<file path="src/design/pdi_pkg.sv">
// ----------------------------------------------------------------------------
// Pendulum integrator package
// Widths, fixed-point constants, command types and the CORDIC angle table.
// ----------------------------------------------------------------------------
package pdi_pkg;

   // Number formats.
   localparam int DATA_W      = 32;
   localparam int FRAC_W      = 16;
   localparam int SINE_ITERS  = 16;
   localparam int CORDIC_FRAC = 30;
   localparam int CORDIC_W    = CORDIC_FRAC + 4;
   localparam int DVD_W       = DATA_W + FRAC_W;
   localparam int PROD_W      = 2 * DATA_W;
   localparam int Q_W         = PROD_W - FRAC_W;
   localparam int MOD_W       = 19;
   localparam int IDX_W       = 20;
   localparam int CNT_W       = 21;
   localparam int SUBS_W      = 16;
   localparam int UREG_W      = 31;
   localparam int CSR_IDX_W   = 3;
   localparam int OP_W        = 3;
   localparam int DIV_CNT_W   = $clog2(DVD_W);
   localparam int ROT_CNT_W   = $clog2(SINE_ITERS);

   // Angles in the data format, rounded from the exact values.
   localparam logic [MOD_W-1:0] PI_Q      = 19'd205887;
   localparam logic [MOD_W-1:0] TWO_PI_Q  = 19'd411775;
   localparam logic [MOD_W-1:0] HALF_PI_Q = 19'd102944;

   localparam logic signed [CORDIC_W-1:0] CORDIC_GAIN = 34'sd652032874;

   localparam logic signed [DATA_W-1:0] DATA_MAX = {1'b0, {(DATA_W-1){1'b1}}};
   localparam logic signed [DATA_W-1:0] DATA_MIN = {1'b1, {(DATA_W-1){1'b0}}};

   // Configuration register indices.
   typedef enum logic [CSR_IDX_W-1:0] {
      CSR_GRAVITY        = 3'd0,
      CSR_ROD_LENGTH     = 3'd1,
      CSR_START_POSITION = 3'd2,
      CSR_START_VELOCITY = 3'd3,
      CSR_SAMPLE_STEP    = 3'd4,
      CSR_SUBDIVISIONS   = 3'd5,
      CSR_METHOD         = 3'd6,
      CSR_SAMPLE_COUNT   = 3'd7
   } csr_index_type;

   // Operand and destination selectors of the shared multiply-accumulate path.
   typedef enum logic [1:0] {MA_GRAV, MA_ACC, MA_VEL, MA_V2} mul_a_type;
   typedef enum logic [1:0] {MB_SIN, MB_DT, MB_HDT} mul_b_type;
   typedef enum logic [2:0] {D_ACC, D_VEL, D_POS, D_V2, D_SM} dest_type;
   typedef enum logic {B_VEL, B_POS} base_type;
   typedef enum logic {AS_POS, AS_SM} acc_src_type;

   // Commands from the controller to the datapath.
   typedef struct packed {
      logic        load_start;
      logic        div_start;
      logic        div_ang;
      acc_src_type acc_src;
      logic        cordic_start;
      logic        sine_load;
      logic        mul_en;
      mul_a_type   mul_a;
      mul_b_type   mul_b;
      logic        fin_en;
      dest_type    fin_dest;
      base_type    fin_base;
      logic        dt_load;
      logic        snap;
      logic        out_load;
   } cmd_type;

   // Status from the datapath to the controller.
   typedef struct packed {
      logic div_done;
      logic cordic_done;
   } sts_type;

   // Arctangent of two to the minus idx, with CORDIC_FRAC fraction bits.
   function automatic logic signed [CORDIC_W-1:0] atan_q30(input logic [5:0] idx);
      logic [CORDIC_W-1:0] pow;
      logic signed [CORDIC_W-1:0] val;
      pow = CORDIC_W'(1) << (6'(CORDIC_FRAC) - idx);
      case (idx)
         6'd0: val = 34'sd843314857;
         6'd1: val = 34'sd497837829;
         6'd2: val = 34'sd263043837;
         6'd3: val = 34'sd133525159;
         6'd4: val = 34'sd67021687;
         6'd5: val = 34'sd33543516;
         6'd6: val = 34'sd16775851;
         6'd7: val = 34'sd8388437;
         6'd8: val = 34'sd4194283;
         6'd9: val = 34'sd2097149;
         default: val = (idx <= 6'(CORDIC_FRAC)) ? $signed(pow) : '0;
      endcase
      return val;
   endfunction

endpackage

</file>
<file path="src/design/pdi_ctrl.sv">
// ----------------------------------------------------------------------------
// Pendulum integrator controller
// Sequences restart, sampling and the substep operations of either method,
// and owns both handshakes.
// ----------------------------------------------------------------------------
module pdi_ctrl (
   input  logic                          clock,
   input  logic                          reset,
   input  logic                          req_valid,
   output logic                          req_ready,
   input  logic                          req_restart,
   output logic                          rsp_valid,
   input  logic                          rsp_ready,
   input  logic                          method,
   input  logic [pdi_pkg::SUBS_W-1:0]    subdivisions,
   output pdi_pkg::cmd_type              cmd,
   input  pdi_pkg::sts_type              sts
);
   import pdi_pkg::*;

   typedef enum logic [8:0] {
      ST_IDLE     = 9'b000000001,
      ST_SUBDIV   = 9'b000000010,
      ST_SNAP     = 9'b000000100,
      ST_DISPATCH = 9'b000001000,
      ST_ANG      = 9'b000010000,
      ST_ROT      = 9'b000100000,
      ST_MUL      = 9'b001000000,
      ST_FIN      = 9'b010000000,
      ST_DONE     = 9'b100000000
   } state_type;

   state_type         state_ff, state_in;
   logic [OP_W-1:0]   op_ff, op_in;
   logic [SUBS_W-1:0] sub_ff, sub_in;
   logic              rsp_valid_ff, rsp_valid_in;

   logic        op_accel, op_last;
   acc_src_type op_src;
   mul_a_type   op_a;
   mul_b_type   op_b;
   dest_type    op_dest;
   base_type    op_base;

   // Decode the current operation of the substep.
   always_comb begin
      op_accel = 1'b0;
      op_last  = 1'b0;
      op_src   = AS_POS;
      op_a     = MA_ACC;
      op_b     = MB_DT;
      op_dest  = D_VEL;
      op_base  = B_VEL;
      if (!method) begin
         case (op_ff)
            3'd0: op_accel = 1'b1;
            3'd1: begin
               op_a = MA_ACC; op_b = MB_DT; op_dest = D_VEL; op_base = B_VEL;
            end
            default: begin
               op_a = MA_VEL; op_b = MB_DT; op_dest = D_POS; op_base = B_POS;
               op_last = 1'b1;
            end
         endcase
      end else begin
         case (op_ff)
            3'd0: op_accel = 1'b1;
            3'd1: begin
               op_a = MA_ACC; op_b = MB_HDT; op_dest = D_V2; op_base = B_VEL;
            end
            3'd2: begin
               op_a = MA_V2; op_b = MB_HDT; op_dest = D_SM; op_base = B_POS;
            end
            3'd3: begin
               op_accel = 1'b1;
               op_src   = AS_SM;
            end
            3'd4: begin
               op_a = MA_ACC; op_b = MB_DT; op_dest = D_VEL; op_base = B_VEL;
            end
            default: begin
               op_a = MA_V2; op_b = MB_DT; op_dest = D_POS; op_base = B_POS;
               op_last = 1'b1;
            end
         endcase
      end
   end

   // Sequencer.
   always_comb begin
      state_in     = state_ff;
      op_in        = op_ff;
      sub_in       = sub_ff;
      rsp_valid_in = rsp_valid_ff && !rsp_ready;
      cmd          = '0;
      cmd.acc_src  = op_src;
      cmd.mul_a    = op_accel ? MA_GRAV : op_a;
      cmd.mul_b    = op_accel ? MB_SIN : op_b;
      cmd.fin_dest = op_accel ? D_ACC : op_dest;
      cmd.fin_base = op_base;
      unique case (state_ff)
         ST_IDLE: begin
            if (req_valid) begin
               if (req_restart) begin
                  cmd.load_start = 1'b1;
                  cmd.div_start  = 1'b1;
                  state_in       = ST_SUBDIV;
               end else begin
                  state_in = ST_SNAP;
               end
            end
         end
         ST_SUBDIV: begin
            if (sts.div_done) begin
               cmd.dt_load = 1'b1;
               state_in    = ST_SNAP;
            end
         end
         ST_SNAP: begin
            cmd.snap = 1'b1;
            sub_in   = (subdivisions == '0) ? SUBS_W'(1) : subdivisions;
            op_in    = '0;
            state_in = ST_DISPATCH;
         end
         ST_DISPATCH: begin
            if (op_accel) begin
               cmd.div_start = 1'b1;
               cmd.div_ang   = 1'b1;
               state_in      = ST_ANG;
            end else begin
               state_in = ST_MUL;
            end
         end
         ST_ANG: begin
            if (sts.div_done) begin
               cmd.cordic_start = 1'b1;
               state_in         = ST_ROT;
            end
         end
         ST_ROT: begin
            if (sts.cordic_done) begin
               cmd.sine_load = 1'b1;
               state_in      = ST_MUL;
            end
         end
         ST_MUL: begin
            cmd.mul_en = 1'b1;
            state_in   = ST_FIN;
         end
         ST_FIN: begin
            cmd.fin_en = 1'b1;
            if (op_last) begin
               if (sub_ff == SUBS_W'(1)) begin
                  state_in = ST_DONE;
               end else begin
                  sub_in   = sub_ff - 1'b1;
                  op_in    = '0;
                  state_in = ST_DISPATCH;
               end
            end else begin
               op_in    = op_ff + 1'b1;
               state_in = ST_DISPATCH;
            end
         end
         ST_DONE: begin
            if (!rsp_valid_ff || rsp_ready) begin
               cmd.out_load = 1'b1;
               rsp_valid_in = 1'b1;
               state_in     = ST_IDLE;
            end
         end
         default: state_in = ST_IDLE;
      endcase
   end

   always_ff @(posedge clock) begin
      if (reset) begin
         state_ff     <= ST_IDLE;
         rsp_valid_ff <= 1'b0;
      end else begin
         state_ff     <= state_in;
         rsp_valid_ff <= rsp_valid_in;
      end
      op_ff  <= op_in;
      sub_ff <= sub_in;
   end

   assign req_ready = state_ff == ST_IDLE;
   assign rsp_valid = rsp_valid_ff;

endmodule

</file>
<file path="config.mk">
export PLATFORM = sky130hd
export DESIGN_NAME = pdi_ctrl
export DESIGN_NICKNAME = d
export VERILOG_FILES = /design/src/design/pdi_pkg.sv /design/src/design/pdi_ctrl.sv
export SDC_FILE = /design/constraint.sdc
export NUM_CORES = 1
export LEC_CHECK = 0
export ABC_AREA = 1
export BUFFER_PORTS_ARGS = -buffer_cell sky130_fd_sc_hd__buf_4
export CORE_MARGIN = 2
export CORE_UTILIZATION = 30
export CTS_BUF_LIST = sky130_fd_sc_hd__clkbuf_8
export DETAILED_ROUTE_END_ITERATION = 12
export HOLD_SLACK_MARGIN = 0.12
export SYNTH_ARGS = -nofsm -noshare
export SYNTH_HDL_FRONTEND = slang
export SYNTH_SLANG_ARGS = --single-unit
</file>
<file path="constraint.sdc">
create_clock -name clock -period 5.7 [get_ports clock]
set_clock_uncertainty 0.1 [all_clocks]
set_input_delay 0.57 -clock clock [delete_from_list [all_inputs] [get_ports clock]]
set_output_delay 0.57 -clock clock [all_outputs]
set_load 0.01 [all_outputs]
</file>
Yosys cells after proc, flatten, opt, wreduce, memory -nomap -nowiden:

Cells that the tools add are included.
Widths: inputs -> output; s select.

* add/subtract/negate cells: 2
* equal/unequal tests: 22
* multiplexer cells: 56
* reductions and logical operators: 16

Operators with widths (number)
* $pmux 9 s9: 1
* $mux 9: 7
* $mux 16: 3
* $pmux 16 s2: 1
* $mux 1: 24
* $mux 2: 11
* $eq 16x1->1 const B: 1
* $logic_not 16->1: 1
* $sub 16x1->16 const B: 1
* $mux 3: 5
* $ne 2x2->1 const B: 7
* $eq 9x1->1 const B: 1
* $eq 9x2->1 const B: 1
* $eq 9x3->1 const B: 1
* $eq 9x4->1 const B: 1
* $eq 9x5->1 const B: 1
* $eq 9x6->1 const B: 1
* $eq 9x7->1 const B: 1
* $eq 9x8->1 const B: 1
* $eq 9x9->1 const B: 1
* $pmux 3 s3: 1
* $mux 7: 1
* $eq 3x2->1 const B: 2
* $pmux 3 s2: 1
* other kinds (17): 20

* flip-flop bits (word level): 29
* input bits: 24
* output and inout port bits: 21
* word-level logic and storage cells: 100

Depth between registers and ports, before layout:

Gate-level depths: netlist of the first run.

* word-level depth: 6
* depth in mapped cells: 11
* gate-level depth less buffers: 11

Worst setup path before layout of the first run:

No wires, ideal clock.

* path kind: reg-to-reg
* start: register op_ff[0]
* end: register sub_ff[0] (enable)
* data arrival time: 2.445 ns
* slack: 2.743 ns
* cell stages (with the launch flop): 7
* clock period less this slack: 2.957 ns
* cells stage by stage: edfxtp_1 ha_1 ha_1 nor3_1 a21oi_1 nand2_2 nor3b_1

* word-level cells in the longest chain between the ends: 6
* elaborated cells on any way between the ends: 12
* classes of those cells: eq/ne: 5; mux: 3; reduce/logical: 4

RTL lines
* start: declaration: line pdi_ctrl.sv:34 `logic [OP_W-1:0] op_ff, op_in;`
* start signal: assignment: line pdi_ctrl.sv:184 `op_ff <= op_in;`
* $eq 3x3->1 (tied with other cells): line pdi_ctrl.sv:66 `case (op_ff)`
* $reduce_or 5->1 (no source line) or $reduce_or 2->1 (tied branches)
* $mux 1, on equally long branches: line pdi_ctrl.sv:66, pdi_ctrl.sv:55
* $mux 1 *: line pdi_ctrl.sv:54 `if (!method) begin`
* $ne 2x2->1 (no source line) *
* $reduce_and 3->1 (no source line) *
* end signal: assignment: line pdi_ctrl.sv:185 `sub_ff <= sub_in;`
* end: declaration: line pdi_ctrl.sv:35 `logic [SUBS_W-1:0] sub_ff, sub_in;`

Every way passes the cells marked *; elsewhere a longest branch is shown, timed or not.
A chain may end at the register's enable or synchronous reset.

==> results.sh, run 1 <==
export IMPL_area_growth_pct=22.9
export IMPL_drive_gt1_frac=0.199
export IMPL_cp_end_kind="primary output"
export IMPL_hold_violations=0
export IMPL_die_h_um=89.1
export IMPL_cts_path_max_buffers=2
export IMPL_ctsResizeCount=0
export IMPL_grt_pass1_vias=1976
export IMPL_rsz0062_at_grt="no"
export IMPL_seq_area_frac_synth=0.355
export IMPL_slew_viol_final=0
export IMPL_drtAntennaViolNets=0
export IMPL_wl_per_cell_um=11.8
export IMPL_place_ws_ns=3.28
export IMPL_syn_inst=310
export IMPL_min_path_cells=2
export IMPL_fmax_mhz=386
export IMPL_fp_dieArea_um2=7940
export IMPL_r2r_cells=7
export IMPL_cp_arrival_ns=1.92
export IMPL_place_hpwl_um=4240
export IMPL_power_density_nw_per_um2=283
export IMPL_fin_cells=456
export IMPL_mostFrequentLayoutCells="nor2_1, nand2_1, inv_1"
export IMPL_vias=2092
export IMPL_die_x_um=89.1
export IMPL_cts_root_buffer="clkbuf_8"
export IMPL_tritoncts="done"
export IMPL_synth_seq_cells=29
export IMPL_initial_core_util=0.305
export IMPL_grt_pass1_wl_um=9020
export IMPL_leakage_nw=1.25
export IMPL_mappedNetlistNets=341
export IMPL_synth_ff_type="edfxtp_1"
export IMPL_finalSetupTns_ns=0
export IMPL_port_buffers=44
export IMPL_first_iter_violations=85
export IMPL_synth_cell_types=31
export IMPL_dp_cells=449
export IMPL_status="complete, no violations"
export IMPL_gr_usage_all_layers=0.147
export IMPL_layout_nets=388
export IMPL_final_common_cell="nor2_1"
export IMPL_post_route_cell_area_um2=2670
export IMPL_fin_crit_sh=0.455
export IMPL_hp_class="primary input to flop"
export IMPL_drc=0
export IMPL_antenna_found_initial=0
export IMPL_grt_max_degree=21
export IMPL_dpl_cell_area_um2=2590
export IMPL_cts_setup_buffers=0
export IMPL_required_ns=5.03
export IMPL_postCtsHoldBufs=0
export IMPL_insertion_delay_ns=0.28
export IMPL_worst_slew_pin_slew_ns=0.831
export IMPL_ir_drop_mv=0.229
export IMPL_setup_violations=0
export IMPL_grt_overflow_total=0
export IMPL_whs_ns=0.349
export IMPL_max_slew_margin=0.445
export IMPL_core_area_um2=7140
export IMPL_clock_sinks=29
export IMPL_fin_ws_ns=3.11
export IMPL_period_minus_slack_ns=2.59
export IMPL_htree_levels=2
export IMPL_diodes=0
export IMPL_worst_setup_path_type="flop to primary output"
export IMPL_synth_edf_count=19
export IMPL_cts_made_buffers=5
export IMPL_syn_area_um2=2170
export IMPL_cp_max_fo=8
export IMPL_crit_chain="ha_1 > ha_1 > nand2_1 > inv_1 > nor2_1 > inv_1 > nor3_1 > buf_4"
export IMPL_ys_warn_count=0
export IMPL_pin_count=45
export IMPL_crit_path_start_kind="flop"
export IMPL_clkTransAtPathRegs_ns=0.06
export IMPL_rows=31
export IMPL_drt_wl_total_um=5380
export IMPL_async_flop_share=0
export IMPL_maxCapViolCount=0
export IMPL_slowest_delay_ns=0.43
export IMPL_worst_path_max_delay_cell="edfxtp_1"
export IMPL_gp_congestion=0.851
export IMPL_vias_per_cell=4.59
export IMPL_dr_pass1_iters=4
export IMPL_synth_area_per_cell_um2=7.01
## registers in the layout, summed over array words and instances, names as in the netlist
register	cells
op_ff	3
state_ff	9
sub_ff	16
rsp_valid	1
## area by class of cell
type | count | area, µm²
timing repair buffer | 45 | 338
clock inverter | 2 | 7.51
fill | 791 | 4470
multi-input combinational | 225 | 1170
clock buffer | 5 | 68.8
tap | 99 | 124
sequential | 29 | 771
inverter | 51 | 191
## worst max-delay path, delay by kind of cell, from the launching register on
family        cells  cell delay (ns)
simple gates      3             0.43
flops             1             0.43
fa+ha+maj         2             0.42
buf+inv           3             0.37
## Yosys cell counts, types with 2 or more instances
cell | n | share of area
nor2_1 | 61 | 0.11
nand2_1 | 49 | 0.085
inv_1 | 47 | 0.081
nand3_1 | 32 | 0.074
edfxtp_1 | 19 | 0.26
o21ai_0 | 14 | 0.032
a21oi_1 | 10 | 0.023
dfxtp_1 | 10 | 0.092
nor3_1 | 10 | 0.023
ha_1 | 7 | 0.040
nor2_4 | 6 | 0.031
xor2_1 | 5 | 0.020
a31oi_1 | 4 | 0.012
nand4_1 | 4 | 0.012
nor2_2 | 4 | 0.012
buf_4 | 3 | 0.010
inv_2 | 3 | 0.0052
nand2_2 | 3 | 0.0086
buf_6 | 2 | 0.010
nand2_4 | 2 | 0.010
nor3b_1 | 2 | 0.0069
nor4_1 | 2 | 0.0058
o21ai_1 | 2 | 0.0046
o22ai_1 | 2 | 0.0058
## worst paths after layout
path	slack, ns	from	to
setup / recovery	3.11	op_ff[0]	cmd[9]
hold / removal	0.35	reset	rsp_valid
setup reg to reg	3.28	state_ff[0]	sub_ff[5]
hold reg to reg	0.46	rsp_valid	rsp_valid
## per-stage QoR
stage / power, mW / utilization
after floorplan: 0.509 / -
after global placement: 0.598 / 0.364
after detailed placement: 0.602 / 0.364
after CTS: 0.762 / 0.374
after global routing: 0.821 / 0.374
final: 0.755 / 0.374
## cell families after synthesis
kind of cell             after synthesis  share of synthesized area
XOR/XNOR                               6                     0.0242
buffers and inverters                 56                      0.109
flip-flops                            29                      0.355
adder cells (fa/ha/maj)                7                     0.0403
AND/OR/NAND/NOR                      179                      0.391
AO/OA/AOI/OAI                         33                     0.0806
## routing by layer
layer	wire, µm	part of all wire	track usage	vias up
met5	0	0	0	-
met2	2450	0.45	0.237	68
li1	-	-	-	1095
met3	371	0.069	0.0471	11
met1	2450	0.46	0.186	918
met4	112	0.021	0.0488	0
## where the power goes
group / total, mW / switching, mW / internal (mW)
Combinational: 0.322 / 0.202 / 0.120
Clock: 0.158 / 0.0776 / 0.0803
Sequential: 0.275 / 0.0247 / 0.250
Total: 0.755 / 0.304 / 0.451
No activity file was read; power rests on OpenSTA's default activity.
==> inputs of run 2 (changes only) <==
==> constraint.sdc (replaced) <==
create_clock -name clock -period 2.3 [get_ports clock]
set_clock_uncertainty 0.1 [all_clocks]
set_input_delay 0.23 -clock clock [delete_from_list [all_inputs] [get_ports clock]]
set_output_delay 0.23 -clock clock [all_outputs]
set_load 0.01 [all_outputs]
==> results.sh, run 2 (synthesized netlist as in run 1, its figures left out) <==
export IMPL_worst_slew_pin_slew_ns=0.390
export IMPL_worst_path_max_delay_cell="edfxtp_1"
export IMPL_slowest_delay_ns=0.43
export IMPL_fp_dieArea_um2=7940
export IMPL_crit_top_cell="ha_1"
export IMPL_grt_pass1_wl_um=8910
export IMPL_htree_levels=2
export IMPL_r2r_start="op_ff[0]"
export IMPL_dr_pass1_iters=4
export IMPL_fin_cells=462
export IMPL_area_growth_pct=26.4
export IMPL_initial_core_util=0.305
export IMPL_drive_gt1_frac=0.220
export IMPL_fmax_mhz=472
export IMPL_port_buffers=44
export IMPL_period_minus_slack_ns=2.12
export IMPL_cp_max_fo=8
export IMPL_cts_made_buffers=5
export IMPL_cts_path_max_buffers=2
export IMPL_rsz0062_at_grt="no"
export IMPL_power_density_nw_per_um2=690
export IMPL_clock_sinks=29
export IMPL_clkTransAtPathRegs_ns=0.07
export IMPL_vias_per_cell=4.58
export IMPL_maxCapViolCount=0
export IMPL_r2r_slack_ns=0.20
export IMPL_place_ws_ns=0.184
export IMPL_dp_cells=453
export IMPL_worst_setup_path_type="flop to primary output"
export IMPL_pin_count=45
export IMPL_required_ns=1.97
export IMPL_r2r_cells=7
export IMPL_mostFrequentLayoutCells="nor2_1, nand2_1, buf_4"
export IMPL_die_x_um=89.1
export IMPL_hold_start="rsp_ready"
export IMPL_setup_violations=0
export IMPL_antenna_found_initial=0
export IMPL_critPathTopFamily="flip-flops"
export IMPL_drt_wl_total_um=5480
export IMPL_grt_pass1_vias=1970
export IMPL_regMostFlops="sub_ff"
export IMPL_min_path_cells=4
export IMPL_leakage_nw=1.29
export IMPL_grt_overflow_total=0
export IMPL_die_h_um=89.1
export IMPL_cp_end_kind="primary output"
export IMPL_max_slew_margin=0.738
export IMPL_status="complete, no violations"
export IMPL_rows=31
export IMPL_final_common_cell="nor2_1"
export IMPL_cts_setup_buffers=0
export IMPL_finalSetupTns_ns=0
export IMPL_dpl_cell_area_um2=2640
export IMPL_gp_congestion=0.821
export IMPL_first_iter_violations=107
export IMPL_grt_max_degree=17
export IMPL_largest_reg_flops=16
export IMPL_fin_crit_sh=0.922
export IMPL_nFillCells=790
export IMPL_wl_per_cell_um=11.9
export IMPL_tritoncts="done"
export IMPL_ir_drop_mv=0.517
export IMPL_drc=0
export IMPL_cp_num_buf_inv=3
export IMPL_gr_usage_all_layers=0.145
export IMPL_hold_violations=0
export IMPL_post_route_cell_area_um2=2750
export IMPL_layout_nets=393
export IMPL_fin_ws_ns=0.179
export IMPL_top_regs="sub_ff x16, state_ff x9, op_ff x3"
export IMPL_diodes=0
export IMPL_cts_root_buffer="clkbuf_8"
export IMPL_crit_chain="ha_1 > ha_1 > nand2_1 > inv_1 > nor2_4 > inv_2 > nor3_1 > buf_4"
export IMPL_core_area_um2=7140
export IMPL_insertion_delay_ns=0.29
export IMPL_min_to="rsp_valid"
export IMPL_vias=2115
export IMPL_drtAntennaViolNets=0
export IMPL_crit_path_start_kind="flop"
export IMPL_place_hpwl_um=4260
export IMPL_cp_arrival_ns=1.79
export IMPL_slew_viol_final=0
export IMPL_hp_class="primary input to flop"
export IMPL_r2r_end="sub_ff[1]"
[run 2: cell types whose count changed in the layout (fill, tap and decap cells not counted), sizes merged]
cell	change
buf	+4
clkinv	+1
dlygate4sd3	+1
[run 2: what timing repair did]
| action | 4_1_cts | 5_1_grt |
|---|---|---|
| hold buffers | 1 | 0 |
| resized for setup | 1 | 3 |
| pin swaps | 0 | 0 |
| setup endpoints to repair | 3 | 7 |
| hold endpoints to repair | 1 | 0 |
[run 2: layout make-up]
class                   instances  area [µm²]  area share
clock buffers                   5        68.8      0.0251
inverters                      51         191      0.0697
repair buffers                 50         390       0.142
multi-input cells             225        1190       0.432
flip-flops and latches         29         771       0.281
clock inverters                 3        13.8     0.00501
well taps                      99         124      0.0451
[run 2: how the worst max path moves through the flow]
stage               startpoint          to  cells past startpoint
finish                op_ff[0]      cmd[9]                      8
global route          op_ff[0]  sub_ff[12]                      7
CTS                   op_ff[0]      cmd[9]                      8
detailed placement    op_ff[0]  sub_ff[14]                      7
global placement      op_ff[0]  sub_ff[14]                      7
floorplan             op_ff[0]   sub_ff[0]                      6
[run 2: metal layers]
| metal | track usage | vias to the layer above | wire length (µm) |
|---|---|---|---|
| li1 | - | 1103 | - |
| met1 | 0.186 | 950 | 2680 |
| met2 | 0.240 | 56 | 2520 |
| met3 | 0.0434 | 6 | 234 |
| met4 | 0.0339 | 0 | 54 |
| met5 | 0 | - | 0 |
[run 2: stage by stage]
stage,power [mW],hold WS (ns),utilization
2_1_floorplan,1.26,0.199,-
3_3_place_gp,1.48,0.300,0.370
3_5_place_dp,1.49,0.305,0.370
4_1_cts,1.91,0.120,0.384
5_1_grt,2.05,0.133,0.385
6_report,1.90,0.115,0.385
[run 2: worst min-delay path: stages]
cell and delay, ns:
buf_4 0.07, nor2_1 0.05, inv_1 0.05, a21oi_1 0.05
[run 2: power breakdown]
group / internal [mW] / leakage [nW] / switching [mW] / total (mW)
sequential: 0.620 / 0.250 / 0.0640 / 0.684
clock: 0.205 / 0.0491 / 0.207 / 0.412
combinational: 0.307 / 0.991 / 0.492 / 0.800
total: 1.13 / 1.29 / 0.764 / 1.90
