## src/design/pdi_pkg.sv

```systemverilog
// ----------------------------------------------------------------------------
// Pendulum integrator package
// Widths, fixed-point constants, command types and the CORDIC angle table.
// ----------------------------------------------------------------------------
package pdi_pkg;

   // Number formats.
   localparam int DATA_W      = 32;
   localparam int FRAC_W      = 16;
   localparam int SINE_ITERS  = 16;
   localparam int CORDIC_FRAC = 30;
   localparam int CORDIC_W    = CORDIC_FRAC + 4;
   localparam int DVD_W       = DATA_W + FRAC_W;
   localparam int PROD_W      = 2 * DATA_W;
   localparam int Q_W         = PROD_W - FRAC_W;
   localparam int MOD_W       = 19;
   localparam int IDX_W       = 20;
   localparam int CNT_W       = 21;
   localparam int SUBS_W      = 16;
   localparam int UREG_W      = 31;
   localparam int CSR_IDX_W   = 3;
   localparam int OP_W        = 3;
   localparam int DIV_CNT_W   = $clog2(DVD_W);
   localparam int ROT_CNT_W   = $clog2(SINE_ITERS);

   // Angles in the data format, rounded from the exact values.
   localparam logic [MOD_W-1:0] PI_Q      = 19'd205887;
   localparam logic [MOD_W-1:0] TWO_PI_Q  = 19'd411775;
   localparam logic [MOD_W-1:0] HALF_PI_Q = 19'd102944;

   localparam logic signed [CORDIC_W-1:0] CORDIC_GAIN = 34'sd652032874;

   localparam logic signed [DATA_W-1:0] DATA_MAX = {1'b0, {(DATA_W-1){1'b1}}};
   localparam logic signed [DATA_W-1:0] DATA_MIN = {1'b1, {(DATA_W-1){1'b0}}};

   // Configuration register indices.
   typedef enum logic [CSR_IDX_W-1:0] {
      CSR_GRAVITY        = 3'd0,
      CSR_ROD_LENGTH     = 3'd1,
      CSR_START_POSITION = 3'd2,
      CSR_START_VELOCITY = 3'd3,
      CSR_SAMPLE_STEP    = 3'd4,
      CSR_SUBDIVISIONS   = 3'd5,
      CSR_METHOD         = 3'd6,
      CSR_SAMPLE_COUNT   = 3'd7
   } csr_index_type;

   // Operand and destination selectors of the shared multiply-accumulate path.
   typedef enum logic [1:0] {MA_GRAV, MA_ACC, MA_VEL, MA_V2} mul_a_type;
   typedef enum logic [1:0] {MB_SIN, MB_DT, MB_HDT} mul_b_type;
   typedef enum logic [2:0] {D_ACC, D_VEL, D_POS, D_V2, D_SM} dest_type;
   typedef enum logic {B_VEL, B_POS} base_type;
   typedef enum logic {AS_POS, AS_SM} acc_src_type;

   // Commands from the controller to the datapath.
   typedef struct packed {
      logic        load_start;
      logic        div_start;
      logic        div_ang;
      acc_src_type acc_src;
      logic        cordic_start;
      logic        sine_load;
      logic        mul_en;
      mul_a_type   mul_a;
      mul_b_type   mul_b;
      logic        fin_en;
      dest_type    fin_dest;
      base_type    fin_base;
      logic        dt_load;
      logic        snap;
      logic        out_load;
   } cmd_type;

   // Status from the datapath to the controller.
   typedef struct packed {
      logic div_done;
      logic cordic_done;
   } sts_type;

   // Arctangent of two to the minus idx, with CORDIC_FRAC fraction bits.
   function automatic logic signed [CORDIC_W-1:0] atan_q30(input logic [5:0] idx);
      logic [CORDIC_W-1:0] pow;
      logic signed [CORDIC_W-1:0] val;
      pow = CORDIC_W'(1) << (6'(CORDIC_FRAC) - idx);
      case (idx)
         6'd0: val = 34'sd843314857;
         6'd1: val = 34'sd497837829;
         6'd2: val = 34'sd263043837;
         6'd3: val = 34'sd133525159;
         6'd4: val = 34'sd67021687;
         6'd5: val = 34'sd33543516;
         6'd6: val = 34'sd16775851;
         6'd7: val = 34'sd8388437;
         6'd8: val = 34'sd4194283;
         6'd9: val = 34'sd2097149;
         default: val = (idx <= 6'(CORDIC_FRAC)) ? $signed(pow) : '0;
      endcase
      return val;
   endfunction

endpackage

```

## src/design/pdi_divider.sv

```systemverilog
// ----------------------------------------------------------------------------
// Pendulum integrator divider
// Restoring divider, one quotient bit a cycle, that also keeps the quotient
// reduced modulo two pi as its bits appear.
// ----------------------------------------------------------------------------
module pdi_divider (
   input  logic                         clock,
   input  logic                         reset,
   input  logic                         start,
   input  logic [pdi_pkg::DVD_W-1:0]    dividend,
   input  logic [pdi_pkg::DATA_W-1:0]   divisor,
   output logic                         done,
   output logic [pdi_pkg::DVD_W-1:0]    quotient,
   output logic [pdi_pkg::MOD_W-1:0]    residue
);
   import pdi_pkg::*;

   logic [DVD_W-1:0]     dvd_ff, dvd_in;
   logic [DVD_W-1:0]     quo_ff, quo_in;
   logic [DATA_W-1:0]    den_ff, den_in;
   logic [DATA_W-1:0]    rem_ff, rem_in;
   logic [MOD_W-1:0]     mod_ff, mod_in;
   logic [DIV_CNT_W-1:0] cnt_ff, cnt_in;
   logic                 busy_ff, busy_in;
   logic                 done_ff, done_in;
   logic [DATA_W:0]      rem_sh;
   logic                 rem_ge;
   logic [MOD_W:0]       mod_sh;

   // One restoring step, and the matching step of the running residue.
   always_comb begin
      rem_sh  = {rem_ff, dvd_ff[DVD_W-1]};
      rem_ge  = rem_sh >= {1'b0, den_ff};
      mod_sh  = {mod_ff, rem_ge};
      dvd_in  = dvd_ff;
      quo_in  = quo_ff;
      den_in  = den_ff;
      rem_in  = rem_ff;
      mod_in  = mod_ff;
      cnt_in  = cnt_ff;
      busy_in = busy_ff;
      done_in = 1'b0;
      if (start) begin
         dvd_in  = dividend;
         quo_in  = '0;
         den_in  = divisor;
         rem_in  = '0;
         mod_in  = '0;
         cnt_in  = '0;
         busy_in = 1'b1;
      end else if (busy_ff) begin
         dvd_in = {dvd_ff[DVD_W-2:0], 1'b0};
         quo_in = {quo_ff[DVD_W-2:0], rem_ge};
         rem_in = rem_ge ? DATA_W'(rem_sh - {1'b0, den_ff}) : DATA_W'(rem_sh);
         mod_in = (mod_sh >= {1'b0, TWO_PI_Q}) ? MOD_W'(mod_sh - {1'b0, TWO_PI_Q})
                                               : MOD_W'(mod_sh);
         cnt_in = cnt_ff + 1'b1;
         if (cnt_ff == DIV_CNT_W'(DVD_W - 1)) begin
            busy_in = 1'b0;
            done_in = 1'b1;
         end
      end
   end

   always_ff @(posedge clock) begin
      if (reset) begin
         busy_ff <= 1'b0;
         done_ff <= 1'b0;
      end else begin
         busy_ff <= busy_in;
         done_ff <= done_in;
      end
      dvd_ff <= dvd_in;
      quo_ff <= quo_in;
      den_ff <= den_in;
      rem_ff <= rem_in;
      mod_ff <= mod_in;
      cnt_ff <= cnt_in;
   end

   assign done     = done_ff;
   assign quotient = quo_ff;
   assign residue  = mod_ff;

endmodule

```

## src/design/pdi_cordic.sv

```systemverilog
// ----------------------------------------------------------------------------
// Pendulum integrator CORDIC
// Rotation-mode CORDIC, one micro-rotation a cycle, giving the scaled sine.
// ----------------------------------------------------------------------------
module pdi_cordic (
   input  logic                                clock,
   input  logic                                reset,
   input  logic                                start,
   input  logic signed [pdi_pkg::CORDIC_W-1:0] z_start,
   output logic                                done,
   output logic signed [pdi_pkg::CORDIC_W-1:0] y_out
);
   import pdi_pkg::*;

   logic signed [CORDIC_W-1:0] x_ff, x_in;
   logic signed [CORDIC_W-1:0] y_ff, y_in;
   logic signed [CORDIC_W-1:0] z_ff, z_in;
   logic [ROT_CNT_W-1:0]       cnt_ff, cnt_in;
   logic                       busy_ff, busy_in;
   logic                       done_ff, done_in;
   logic signed [CORDIC_W-1:0] dx, dy, da;

   // One micro-rotation towards zero residual angle.
   always_comb begin
      dx      = y_ff >>> cnt_ff;
      dy      = x_ff >>> cnt_ff;
      da      = atan_q30(6'(cnt_ff));
      x_in    = x_ff;
      y_in    = y_ff;
      z_in    = z_ff;
      cnt_in  = cnt_ff;
      busy_in = busy_ff;
      done_in = 1'b0;
      if (start) begin
         x_in    = CORDIC_GAIN;
         y_in    = '0;
         z_in    = z_start;
         cnt_in  = '0;
         busy_in = 1'b1;
      end else if (busy_ff) begin
         if (!z_ff[CORDIC_W-1]) begin
            x_in = x_ff - dx;
            y_in = y_ff + dy;
            z_in = z_ff - da;
         end else begin
            x_in = x_ff + dx;
            y_in = y_ff - dy;
            z_in = z_ff + da;
         end
         cnt_in = cnt_ff + 1'b1;
         if (cnt_ff == ROT_CNT_W'(SINE_ITERS - 1)) begin
            busy_in = 1'b0;
            done_in = 1'b1;
         end
      end
   end

   always_ff @(posedge clock) begin
      if (reset) begin
         busy_ff <= 1'b0;
         done_ff <= 1'b0;
      end else begin
         busy_ff <= busy_in;
         done_ff <= done_in;
      end
      x_ff   <= x_in;
      y_ff   <= y_in;
      z_ff   <= z_in;
      cnt_ff <= cnt_in;
   end

   assign done  = done_ff;
   assign y_out = y_ff;

endmodule

```

## src/design/pdi_datapath.sv

```systemverilog
// ----------------------------------------------------------------------------
// Pendulum integrator datapath
// State registers, angle division, sine, shared multiply with saturating
// accumulate, sample bookkeeping and the result register.
// ----------------------------------------------------------------------------
module pdi_datapath (
   input  logic                              clock,
   input  logic                              reset,
   input  pdi_pkg::cmd_type                  cmd,
   output pdi_pkg::sts_type                  sts,
   input  logic [pdi_pkg::UREG_W-1:0]        gravity,
   input  logic [pdi_pkg::UREG_W-1:0]        rod_length,
   input  logic signed [pdi_pkg::DATA_W-1:0] start_position,
   input  logic signed [pdi_pkg::DATA_W-1:0] start_velocity,
   input  logic [pdi_pkg::UREG_W-1:0]        sample_step,
   input  logic [pdi_pkg::SUBS_W-1:0]        subdivisions,
   input  logic [pdi_pkg::CNT_W-1:0]         sample_count,
   output logic signed [pdi_pkg::DATA_W-1:0] rsp_position,
   output logic                              rsp_last_sample,
   output logic                              rsp_saturated
);
   import pdi_pkg::*;

   logic signed [DATA_W-1:0] pos_ff, pos_in, vel_ff, vel_in;
   logic signed [DATA_W-1:0] v2_ff, v2_in, sm_ff, sm_in, acc_ff, acc_in;
   logic signed [DATA_W-1:0] sin_ff, sin_in, dt_ff, dt_in, hdt_ff, hdt_in;
   logic [IDX_W-1:0]         idx_ff, idx_in;
   logic signed [DATA_W-1:0] snap_pos_ff, snap_pos_in;
   logic                     snap_last_ff, snap_last_in;
   logic                     clip_ff, clip_in;
   logic                     aneg_ff, aneg_in;
   logic                     sneg_ff, sneg_in;
   logic [PROD_W-1:0]        prod_ff, prod_in;
   logic                     pneg_ff, pneg_in;
   logic signed [DATA_W-1:0] out_pos_ff, out_pos_in;
   logic                     out_last_ff, out_last_in;
   logic                     out_sat_ff, out_sat_in;

   logic signed [DATA_W-1:0]   src_val;
   logic [DATA_W-1:0]          src_mag;
   logic [DVD_W-1:0]           div_dividend, div_quotient;
   logic [DATA_W-1:0]          div_divisor;
   logic [MOD_W-1:0]           div_residue;
   logic                       div_done;
   logic                       red_hi;
   logic [MOD_W-1:0]           ang_a, ang_b;
   logic signed [CORDIC_W-1:0] cordic_z0, cordic_y;
   logic                       cordic_done;
   logic                       y_neg;
   logic [CORDIC_W-1:0]        y_mag;
   logic [DATA_W-1:0]          sin_mag;
   logic signed [DATA_W-1:0]   sin_val;
   logic signed [DATA_W-1:0]   mul_a, mul_b;
   logic [DATA_W-1:0]          a_mag, b_mag;
   logic [Q_W-1:0]             q_full, q_lim, q_sat;
   logic                       mul_over;
   logic signed [DATA_W-1:0]   mval, acc_val, base_val, mac_val, fin_val;
   logic                       acc_over, add_over;
   logic signed [DATA_W:0]     sum;
   logic                       last_now;

   // Divider operands: angle quotient or substep time.
   always_comb begin
      src_val = (cmd.acc_src == AS_POS) ? pos_ff : sm_ff;
      src_mag = src_val[DATA_W-1] ? DATA_W'(-src_val) : DATA_W'(src_val);
      if (cmd.div_ang) begin
         div_dividend = {src_mag, FRAC_W'(0)};
         div_divisor  = (rod_length == '0) ? DATA_W'(1) : DATA_W'(rod_length);
      end else begin
         div_dividend = DVD_W'(sample_step);
         div_divisor  = (subdivisions == '0) ? DATA_W'(1) : DATA_W'(subdivisions);
      end
   end

   pdi_divider u_divider (
      .clock    (clock),
      .reset    (reset),
      .start    (cmd.div_start),
      .dividend (div_dividend),
      .divisor  (div_divisor),
      .done     (div_done),
      .quotient (div_quotient),
      .residue  (div_residue)
   );

   // Fold the reduced angle into the first quadrant.
   always_comb begin
      red_hi    = div_residue >= PI_Q;
      ang_a     = red_hi ? MOD_W'(div_residue - PI_Q) : div_residue;
      ang_b     = (ang_a > HALF_PI_Q) ? MOD_W'(PI_Q - ang_a) : ang_a;
      cordic_z0 = $signed(CORDIC_W'(ang_b) << (CORDIC_FRAC - FRAC_W));
   end

   pdi_cordic u_cordic (
      .clock   (clock),
      .reset   (reset),
      .start   (cmd.cordic_start),
      .z_start (cordic_z0),
      .done    (cordic_done),
      .y_out   (cordic_y)
   );

   // Round the CORDIC output back to the data format and apply the sign.
   always_comb begin
      y_neg   = cordic_y[CORDIC_W-1];
      y_mag   = y_neg ? CORDIC_W'(-cordic_y) : CORDIC_W'(cordic_y);
      sin_mag = DATA_W'(y_mag >> (CORDIC_FRAC - FRAC_W))
              + DATA_W'(y_mag[CORDIC_FRAC-FRAC_W-1]);
      sin_val = (sneg_ff ^ y_neg) ? $signed(-sin_mag) : $signed(sin_mag);
   end

   // Multiplier operand selection, on magnitudes.
   always_comb begin
      unique case (cmd.mul_a)
         MA_GRAV: mul_a = $signed({1'b0, gravity});
         MA_ACC:  mul_a = acc_ff;
         MA_VEL:  mul_a = vel_ff;
         MA_V2:   mul_a = v2_ff;
         default: mul_a = acc_ff;
      endcase
      unique case (cmd.mul_b)
         MB_SIN:  mul_b = sin_ff;
         MB_DT:   mul_b = dt_ff;
         MB_HDT:  mul_b = hdt_ff;
         default: mul_b = dt_ff;
      endcase
      a_mag   = mul_a[DATA_W-1] ? DATA_W'(-mul_a) : DATA_W'(mul_a);
      b_mag   = mul_b[DATA_W-1] ? DATA_W'(-mul_b) : DATA_W'(mul_b);
      prod_in = PROD_W'(a_mag) * PROD_W'(b_mag);
      pneg_in = mul_a[DATA_W-1] ^ mul_b[DATA_W-1];
   end

   // Rescale and saturate the product, then negate or accumulate it.
   always_comb begin
      q_full   = prod_ff[PROD_W-1:FRAC_W];
      q_lim    = Q_W'(DATA_MAX) + Q_W'(pneg_ff);
      mul_over = q_full > q_lim;
      q_sat    = mul_over ? q_lim : q_full;
      mval     = pneg_ff ? $signed(-q_sat[DATA_W-1:0]) : $signed(q_sat[DATA_W-1:0]);
      acc_over = mval == DATA_MIN;
      acc_val  = acc_over ? DATA_MAX : -mval;
      base_val = (cmd.fin_base == B_POS) ? pos_ff : vel_ff;
      sum      = {base_val[DATA_W-1], base_val} + {mval[DATA_W-1], mval};
      add_over = sum[DATA_W] != sum[DATA_W-1];
      if (add_over) begin
         mac_val = sum[DATA_W] ? DATA_MIN : DATA_MAX;
      end else begin
         mac_val = sum[DATA_W-1:0];
      end
      fin_val = (cmd.fin_dest == D_ACC) ? acc_val : mac_val;
   end

   // Last-sample flag for the current index.
   assign last_now = (sample_count != '0) &&
                     (CNT_W'(idx_ff) == CNT_W'(sample_count - 1'b1));

   // Next values of the stored state.
   always_comb begin
      pos_in       = pos_ff;
      vel_in       = vel_ff;
      v2_in        = v2_ff;
      sm_in        = sm_ff;
      acc_in       = acc_ff;
      sin_in       = sin_ff;
      dt_in        = dt_ff;
      hdt_in       = hdt_ff;
      idx_in       = idx_ff;
      snap_pos_in  = snap_pos_ff;
      snap_last_in = snap_last_ff;
      clip_in      = clip_ff;
      aneg_in      = aneg_ff;
      sneg_in      = sneg_ff;
      out_pos_in   = out_pos_ff;
      out_last_in  = out_last_ff;
      out_sat_in   = out_sat_ff;
      if (cmd.load_start) begin
         pos_in = start_position;
         vel_in = start_velocity;
         idx_in = '0;
      end
      if (cmd.dt_load) begin
         dt_in  = $signed({1'b0, div_quotient[DATA_W-2:0]});
         hdt_in = $signed({2'b0, div_quotient[DATA_W-2:1]});
      end
      if (cmd.snap) begin
         snap_pos_in  = pos_ff;
         snap_last_in = last_now;
         clip_in      = 1'b0;
         idx_in       = last_now ? '0 : idx_ff + 1'b1;
      end
      if (cmd.div_start && cmd.div_ang) begin
         aneg_in = src_val[DATA_W-1];
      end
      if (cmd.cordic_start) begin
         sneg_in = aneg_ff ^ red_hi;
      end
      if (cmd.sine_load) begin
         sin_in = sin_val;
      end
      if (cmd.fin_en) begin
         clip_in = clip_ff | mul_over |
                   ((cmd.fin_dest == D_ACC) ? acc_over : add_over);
         unique case (cmd.fin_dest)
            D_ACC:   acc_in = fin_val;
            D_VEL:   vel_in = fin_val;
            D_POS:   pos_in = fin_val;
            D_V2:    v2_in  = fin_val;
            D_SM:    sm_in  = fin_val;
            default: acc_in = fin_val;
         endcase
      end
      if (cmd.out_load) begin
         out_pos_in  = snap_pos_ff;
         out_last_in = snap_last_ff;
         out_sat_in  = clip_ff;
      end
   end

   always_ff @(posedge clock) begin
      if (reset) begin
         pos_ff <= '0;
         vel_ff <= '0;
         dt_ff  <= '0;
         hdt_ff <= '0;
         idx_ff <= '0;
      end else begin
         pos_ff <= pos_in;
         vel_ff <= vel_in;
         dt_ff  <= dt_in;
         hdt_ff <= hdt_in;
         idx_ff <= idx_in;
      end
      v2_ff        <= v2_in;
      sm_ff        <= sm_in;
      acc_ff       <= acc_in;
      sin_ff       <= sin_in;
      snap_pos_ff  <= snap_pos_in;
      snap_last_ff <= snap_last_in;
      clip_ff      <= clip_in;
      aneg_ff      <= aneg_in;
      sneg_ff      <= sneg_in;
      out_pos_ff   <= out_pos_in;
      out_last_ff  <= out_last_in;
      out_sat_ff   <= out_sat_in;
      if (cmd.mul_en) begin
         prod_ff <= prod_in;
         pneg_ff <= pneg_in;
      end
   end

   assign sts.div_done    = div_done;
   assign sts.cordic_done = cordic_done;
   assign rsp_position    = out_pos_ff;
   assign rsp_last_sample = out_last_ff;
   assign rsp_saturated   = out_sat_ff;

endmodule

```

## config.mk

```make
export PLATFORM = sky130hd
export DESIGN_NAME = pdi_datapath
export DESIGN_NICKNAME = d
export VERILOG_FILES = /design/src/design/pdi_pkg.sv /design/src/design/pdi_divider.sv /design/src/design/pdi_cordic.sv /design/src/design/pdi_datapath.sv
export SDC_FILE = /design/constraint.sdc
export NUM_CORES = 2
export LEC_CHECK = 0
export ABC_CLOCK_PERIOD_IN_PS = 40400
export BUFFER_PORTS_ARGS = -buffer_cell sky130_fd_sc_hd__buf_4
export CAP_MARGIN = 20
export CORE_MARGIN = 4
export CORE_UTILIZATION = 41
export DETAILED_ROUTE_END_ITERATION = 16
export PLACE_DENSITY = 0.54
export SYNTH_ARGS = -nofsm -noshare
export SYNTH_HDL_FRONTEND = slang
export SYNTH_HIERARCHICAL = 1
export SYNTH_SLANG_ARGS = --single-unit
```

## constraint.sdc

```tcl
create_clock -name clock -period 40.4 [get_ports clock]
set_input_delay 6.06 -clock clock [delete_from_list [all_inputs] [get_ports clock]]
set_output_delay 6.06 -clock clock [all_outputs]
set_load 0.005 [all_outputs]
```

# --- After elaboration in Yosys (flattened, before gate mapping) ---
# Cells that the tools add are included.
word_totals:
  elab_cells: 168
  ff_bits: 686
  out_inout_bits: 36
  inputBits: 215
op_classes:
  n_addsub: 25
  n_reduce_logical: 19
  n_mux: 51
  shift: 3
  n_lt_le_gt_ge: 5
  multipliers: 1
  eq_ne: 22
  n_bitwise: 8
op_table:
  columns: ["operator", "count"]
  rows:
  - ["32-bit two-way mux", 19]
  - ["34-bit case mux with 10 select lines", 1]
  - ["32-bit negator", 5]
  - ["48-bit two-way mux", 3]
  - ["34-bit two-way mux", 4]
  - ["32-bit case mux with 4 select lines", 1]
  - ["34-bit adder", 3]
  - ["34-bit subtractor", 3]
  - ["34-bit by 4-bit >>> shifter with 34-bit output", 2]
  - ["33-bit two-way mux", 2]
  - ["32-bit by 32-bit multiplier with 64-bit output", 1]
  - ["32-bit case mux with 2 select lines", 1]
  - ["31-bit two-way mux", 2]
  - ["20-bit two-way mux", 3]
  - ["19-bit two-way mux", 3]
  - ["48-bit by 32-bit > comparator with 1-bit output", 1]
  - ["34-bit negator", 1]
  - ["1-bit by 6-bit << shifter with 34-bit output (first input constant)", 1]
  - ["32-bit by 32-bit adder with 33-bit output", 1]
  - ["33-bit by 32-bit greater-or-equal comparator with 1-bit output", 1]
  - ["31-bit by 1-bit adder with 32-bit output (first input constant)", 1]
  - ["32-bit equality test (second input constant)", 1]
  - ["21-bit negator with 32-bit output", 1]
  - ["32-bit subtractor", 1]
  - ["other kinds (40)", 72]

# --- Logic depth before layout (Yosys ltp) ---
depth:
  depth_word: 11
  mapped_depth: 43
  mapped_depth_nobuf: 39

# --- Modules after synthesis ---
# The synthesis kept the hierarchy.
by_module_without_submodules:
  columns: ["module", "cells_per_inst", "seq_area_each_um2", "area_each_um2", "instances"]
  rows:
  - ["pdi_datapath", 6250, 9719.3, 56549.2, 1]
  - ["pdi_cordic", 1939, 2502.4, 15359.7, 1]
  - ["pdi_divider", 871, 4544.4, 9057.4, 1]

# --- Least setup slack after synthesis ---
# OpenSTA, ideal clock, no wires.
synth_timing:
  kind: "input port to flip-flop"
  startpoint: "input port cmd[10] in the netlist's numbering"
  endpoint: "register prod_ff[63] (data pin)"
  required_ns: 40.140
  stages: 38
  arrival_time_ns: 17.050
  path_slack_ns: 23.091
  setup_ns: 0.260
  path_buffers: 7
  cell_sequence: "buf_6 > buf_1 > clkbuf_1 > buf_2 > mux2i_1 > clkbuf_1 > inv_1 > buf_1 > ha_1 > nand2_1 > or4b_2 > o21ai_0 > xor2_1 > clkbuf_1 > nor2_1 > fa_1 > fa_1 > fa_1 > (+2 left out) > inv_1 > fa_1 > fa_1 > fa_1 > inv_1 > fa_1 > inv_1 > ha_1 > a21o_1 > a21o_1 > a221oi_1 > a41oi_1 > o21ai_0 > a21oi_1 > a2111oi_0 > o21bai_1 > a21oi_1 > xnor2_1"
synth_via:
  elab_chain_cells: 5
  elab_cells_between_ends: 8
  cone_classes: "add/sub: 1; mul: 1; eq/ne: 3; mux: 2; reduce/logical: 1"
synth_rtl:
  columns: ["item", "line_no", "text"]
  rows:
  - ["start, declared", "pdi_datapath.sv:9", "input pdi_pkg::cmd_type cmd,"]
  - ["2-bit equality test, or another cell as far along", "pdi_datapath.sv:114", "unique case (cmd.mul_a)"]
  - ["32-bit case mux with 4 select lines (*)", "pdi_datapath.sv:114", null]
  - ["32-bit negator", "pdi_datapath.sv:127", "a_mag = mul_a[DATA_W-1] ? DATA_W'(-mul_a) : DATA_W'(mul_a);"]
  - ["32-bit two-way mux (*)", "pdi_datapath.sv:127", null]
  - ["32-bit by 32-bit multiplier with 64-bit output (*)", "pdi_datapath.sv:129", "prod_in = PROD_W'(a_mag) * PROD_W'(b_mag);"]
  - ["via prod_in[63]", "pdi_datapath.sv:33", "logic [PROD_W-1:0] prod_ff, prod_in;"]
  - ["end signal, assigned", "pdi_datapath.sv:246", "prod_ff <= prod_in;"]
  - ["end, declared", "pdi_datapath.sv:33", null]
# Mark *: on every way through the listed nets, which the timed path passes. The rest lies on a longest branch.
# A chain may end at the register's enable or synchronous reset.

# --- Worst setup path in the final report ---
# Ends and elaborated chain as after synthesis.

==> flow_summary.yaml <==
routing:
  drt-wirelength-per-cell_um: 23.6
  drtAntennaViolNets: 0
  drt_iter0_drc: 5582
  viasPerCell: 5.69
  post-route-drc-count: 0
  wirelength_um: 277000
  drt_pre_antenna_iters: 6
  vias: 66800
final_layout:
  finalNetCount: 10600
  layout-drive-gt1-share: 0.104
  syn_to_final_growth_pct: 9.87
yosys:
  synth.cell_area_mm2: 0.0804
  synthCells: 9007
  syn_area_per_cell_um2: 8.92
  yosysWarningCount: 6
setup_path:
  critPathMaxFanout: 36
  crit_arrival_ns: 19.20
  reg2reg_from: "v2_ff[6]"
  r2r-end: "prod_ff[63]"
  critPathTopFamily: "adder cells"
  critPathMostFrequentCell: "fa_1"
  start_kind: "input pin"
  slowest_delay_ns: 0.85
  required_ns: 40.85
  startpoint: "cmd[10]"
  worstSetupEndpointType: "register"
  slowest_stage: "o21ai_0"
  reg2reg_slack_ns: 27.29
  reg2reg_depth: 38
  crit_type: "in2reg"
  cp.buffers_inverters: 6
min_path:
  hold_start: "snap_pos_ff[16]"
  worst_hold_path.endpoint: "rsp_position[16]"
  hold_depth: 0
  holdCritPathClass: "reg2reg"
clock_tree:
  cts_htree_levels: 3
  cts_buffer_depth: 3
  hold_buffers: 0
  postCtsSetupBuffers: 0
  clkLatencyLatePin_ns: 0.72
  cts_buffers: 78
  postCtsResizedCells: 0
  cts_root_buf: "clkbuf_16"
  tritoncts: "yes"
  path_clk_slew_ns: 0.06
  cts_sinks: 640
die:
  initial_core_util: 0.412
  die_h_um: 451
  std_cell_rows: 162
  pin_count: 251
  die-area_mm2: 0.203
  core_mm2: 0.195
  die_x_um: 451
grt:
  antenna_found_initial: 12
  grt_start_max_net_pins: 103
  grt_use_total: 0.270
  grt_first_pass_wirelength_um: 422000
  grt_pass1_vias: 67400
  grt_overflow_total: 0
run:
  maxCapViolCount: 0
place:
  dpl.hpwl_um: 213000
  gp_congestion: 0.941
  io_buffers: 250
sta:
  finalCriticalPeriod_ns: 18.75
  finalSetupViolations: 0
  setup_tns_ns: 0
  slew_headroom: 0.230
  clock.fmax_mhz: 53.3
  period_share: 0.464
  slew_viol_final: 0
  worst_pin_slew_ns: 1.16
  rsz0062_at_grt: "no"
  finClkSkew_ns: 0.0682
  finalHoldViolCount: 0
outcome:
  outcome: "finished, final reports clean"
-- final cells by class --
class / instances / area [um2]
clock inverters: 36 / 400
clock buffers: 109 / 2280
repair buffers: 416 / 3130
fillers: 19100 / 107000
flip-flops and latches: 640 / 16400
well taps: 2624 / 3280
multi-input cells: 6848 / 58800
inverters: 1062 / 3990
diodes: 5 / 12.5
-- how the worst max path moves through the flow --
| stage | to | slack (ns) | depth (start not counted) |
|---|---|---|---|
| final | prod_ff[63] | 21.65 | 39 |
| after global routing | prod_ff[63] | 21.16 | 39 |
| after CTS | prod_ff[63] | 21.78 | 39 |
| after detailed placement | prod_ff[63] | 20.99 | 39 |
| after global placement | prod_ff[63] | 21.03 | 39 |
| after floorplan | prod_ff[63] | 23.09 | 38 |
-- metrics by stage --
| step | instance area (um2) | hold slack (ns) | setup WS (ns) | utilization | instances |
|---|---|---|---|---|---|
| detailed placement | 85600 | 0.405 | 20.99 | 0.439 | 11600 |
| finish | 88300 | 0.414 | 21.65 | 0.453 | 11700 |
| global route | 88300 | 0.421 | 21.16 | 0.453 | 11700 |
| floorplan | 80400 | 0.400 | 23.09 | - | 9022 |
| global placement | 85600 | 0.401 | 21.03 | 0.439 | 11600 |
| CTS | 88300 | 0.413 | 21.78 | 0.453 | 11700 |
-- metal layers --
metal,share of wire,track usage,up-vias
li1,-,-,30400
met1,0.42,0.354,33600
met2,0.47,0.443,2187
met3,0.063,0.0422,536
met4,0.049,0.115,6
met5,0.00015,0,-
-- layout by cell type (no fill, tap or decap), types with 20 or more instances in the layout --
cell          n
nand2b_1     85
nor3b_1      30
o211ai_1     30
xnor2_1     316
nor3_1      102
or2_2        33
a41oi_1      22
nand3_1     100
xnor2_2      40
inv_1      1056
o22ai_1      28
a211oi_1    140
ha_1        481
dfxtp_1     273
a211o_1      20
and2_1       88
xor2_1      176
o31ai_1      23
fa_1        900
o21a_1       42
nor2b_1     107
a21oi_1     499
and3_1       73
nand2_1     788
nand4_1      75
nor2_1     1127
buf_4       413
o21ai_0     332
edfxtp_1    361
clkbuf_16    83
mux2i_1     231
o21bai_1     30
mux2_2      147
a21o_1      123
a311oi_1     20
a31oi_1      79
mux4_2       87
or3_1        63
nor4_1       54
-- state kept, by name, indices dropped and copies added (netlist names), 4 cells and up --
register,flops
prod_ff,48
u_divider/dvd_ff,48
u_cordic/x_ff,34
u_cordic/y_out,34
u_cordic/z_ff,34
acc_ff,32
pos_ff,32
rsp_position,32
sin_ff,32
sm_ff,32
snap_pos_ff,32
u_divider/den_ff,32
u_divider/rem_ff,32
v2_ff,32
vel_ff,32
u_divider/quotient,31
hdt_ff,30
idx_ff,20
u_divider/residue,19
u_divider/cnt_ff,6
u_cordic/cnt_ff,4
Power is left out: the tool's default activity adds up to more than one toggle a clock period on the data nets, which glitch-free logic cannot reach.
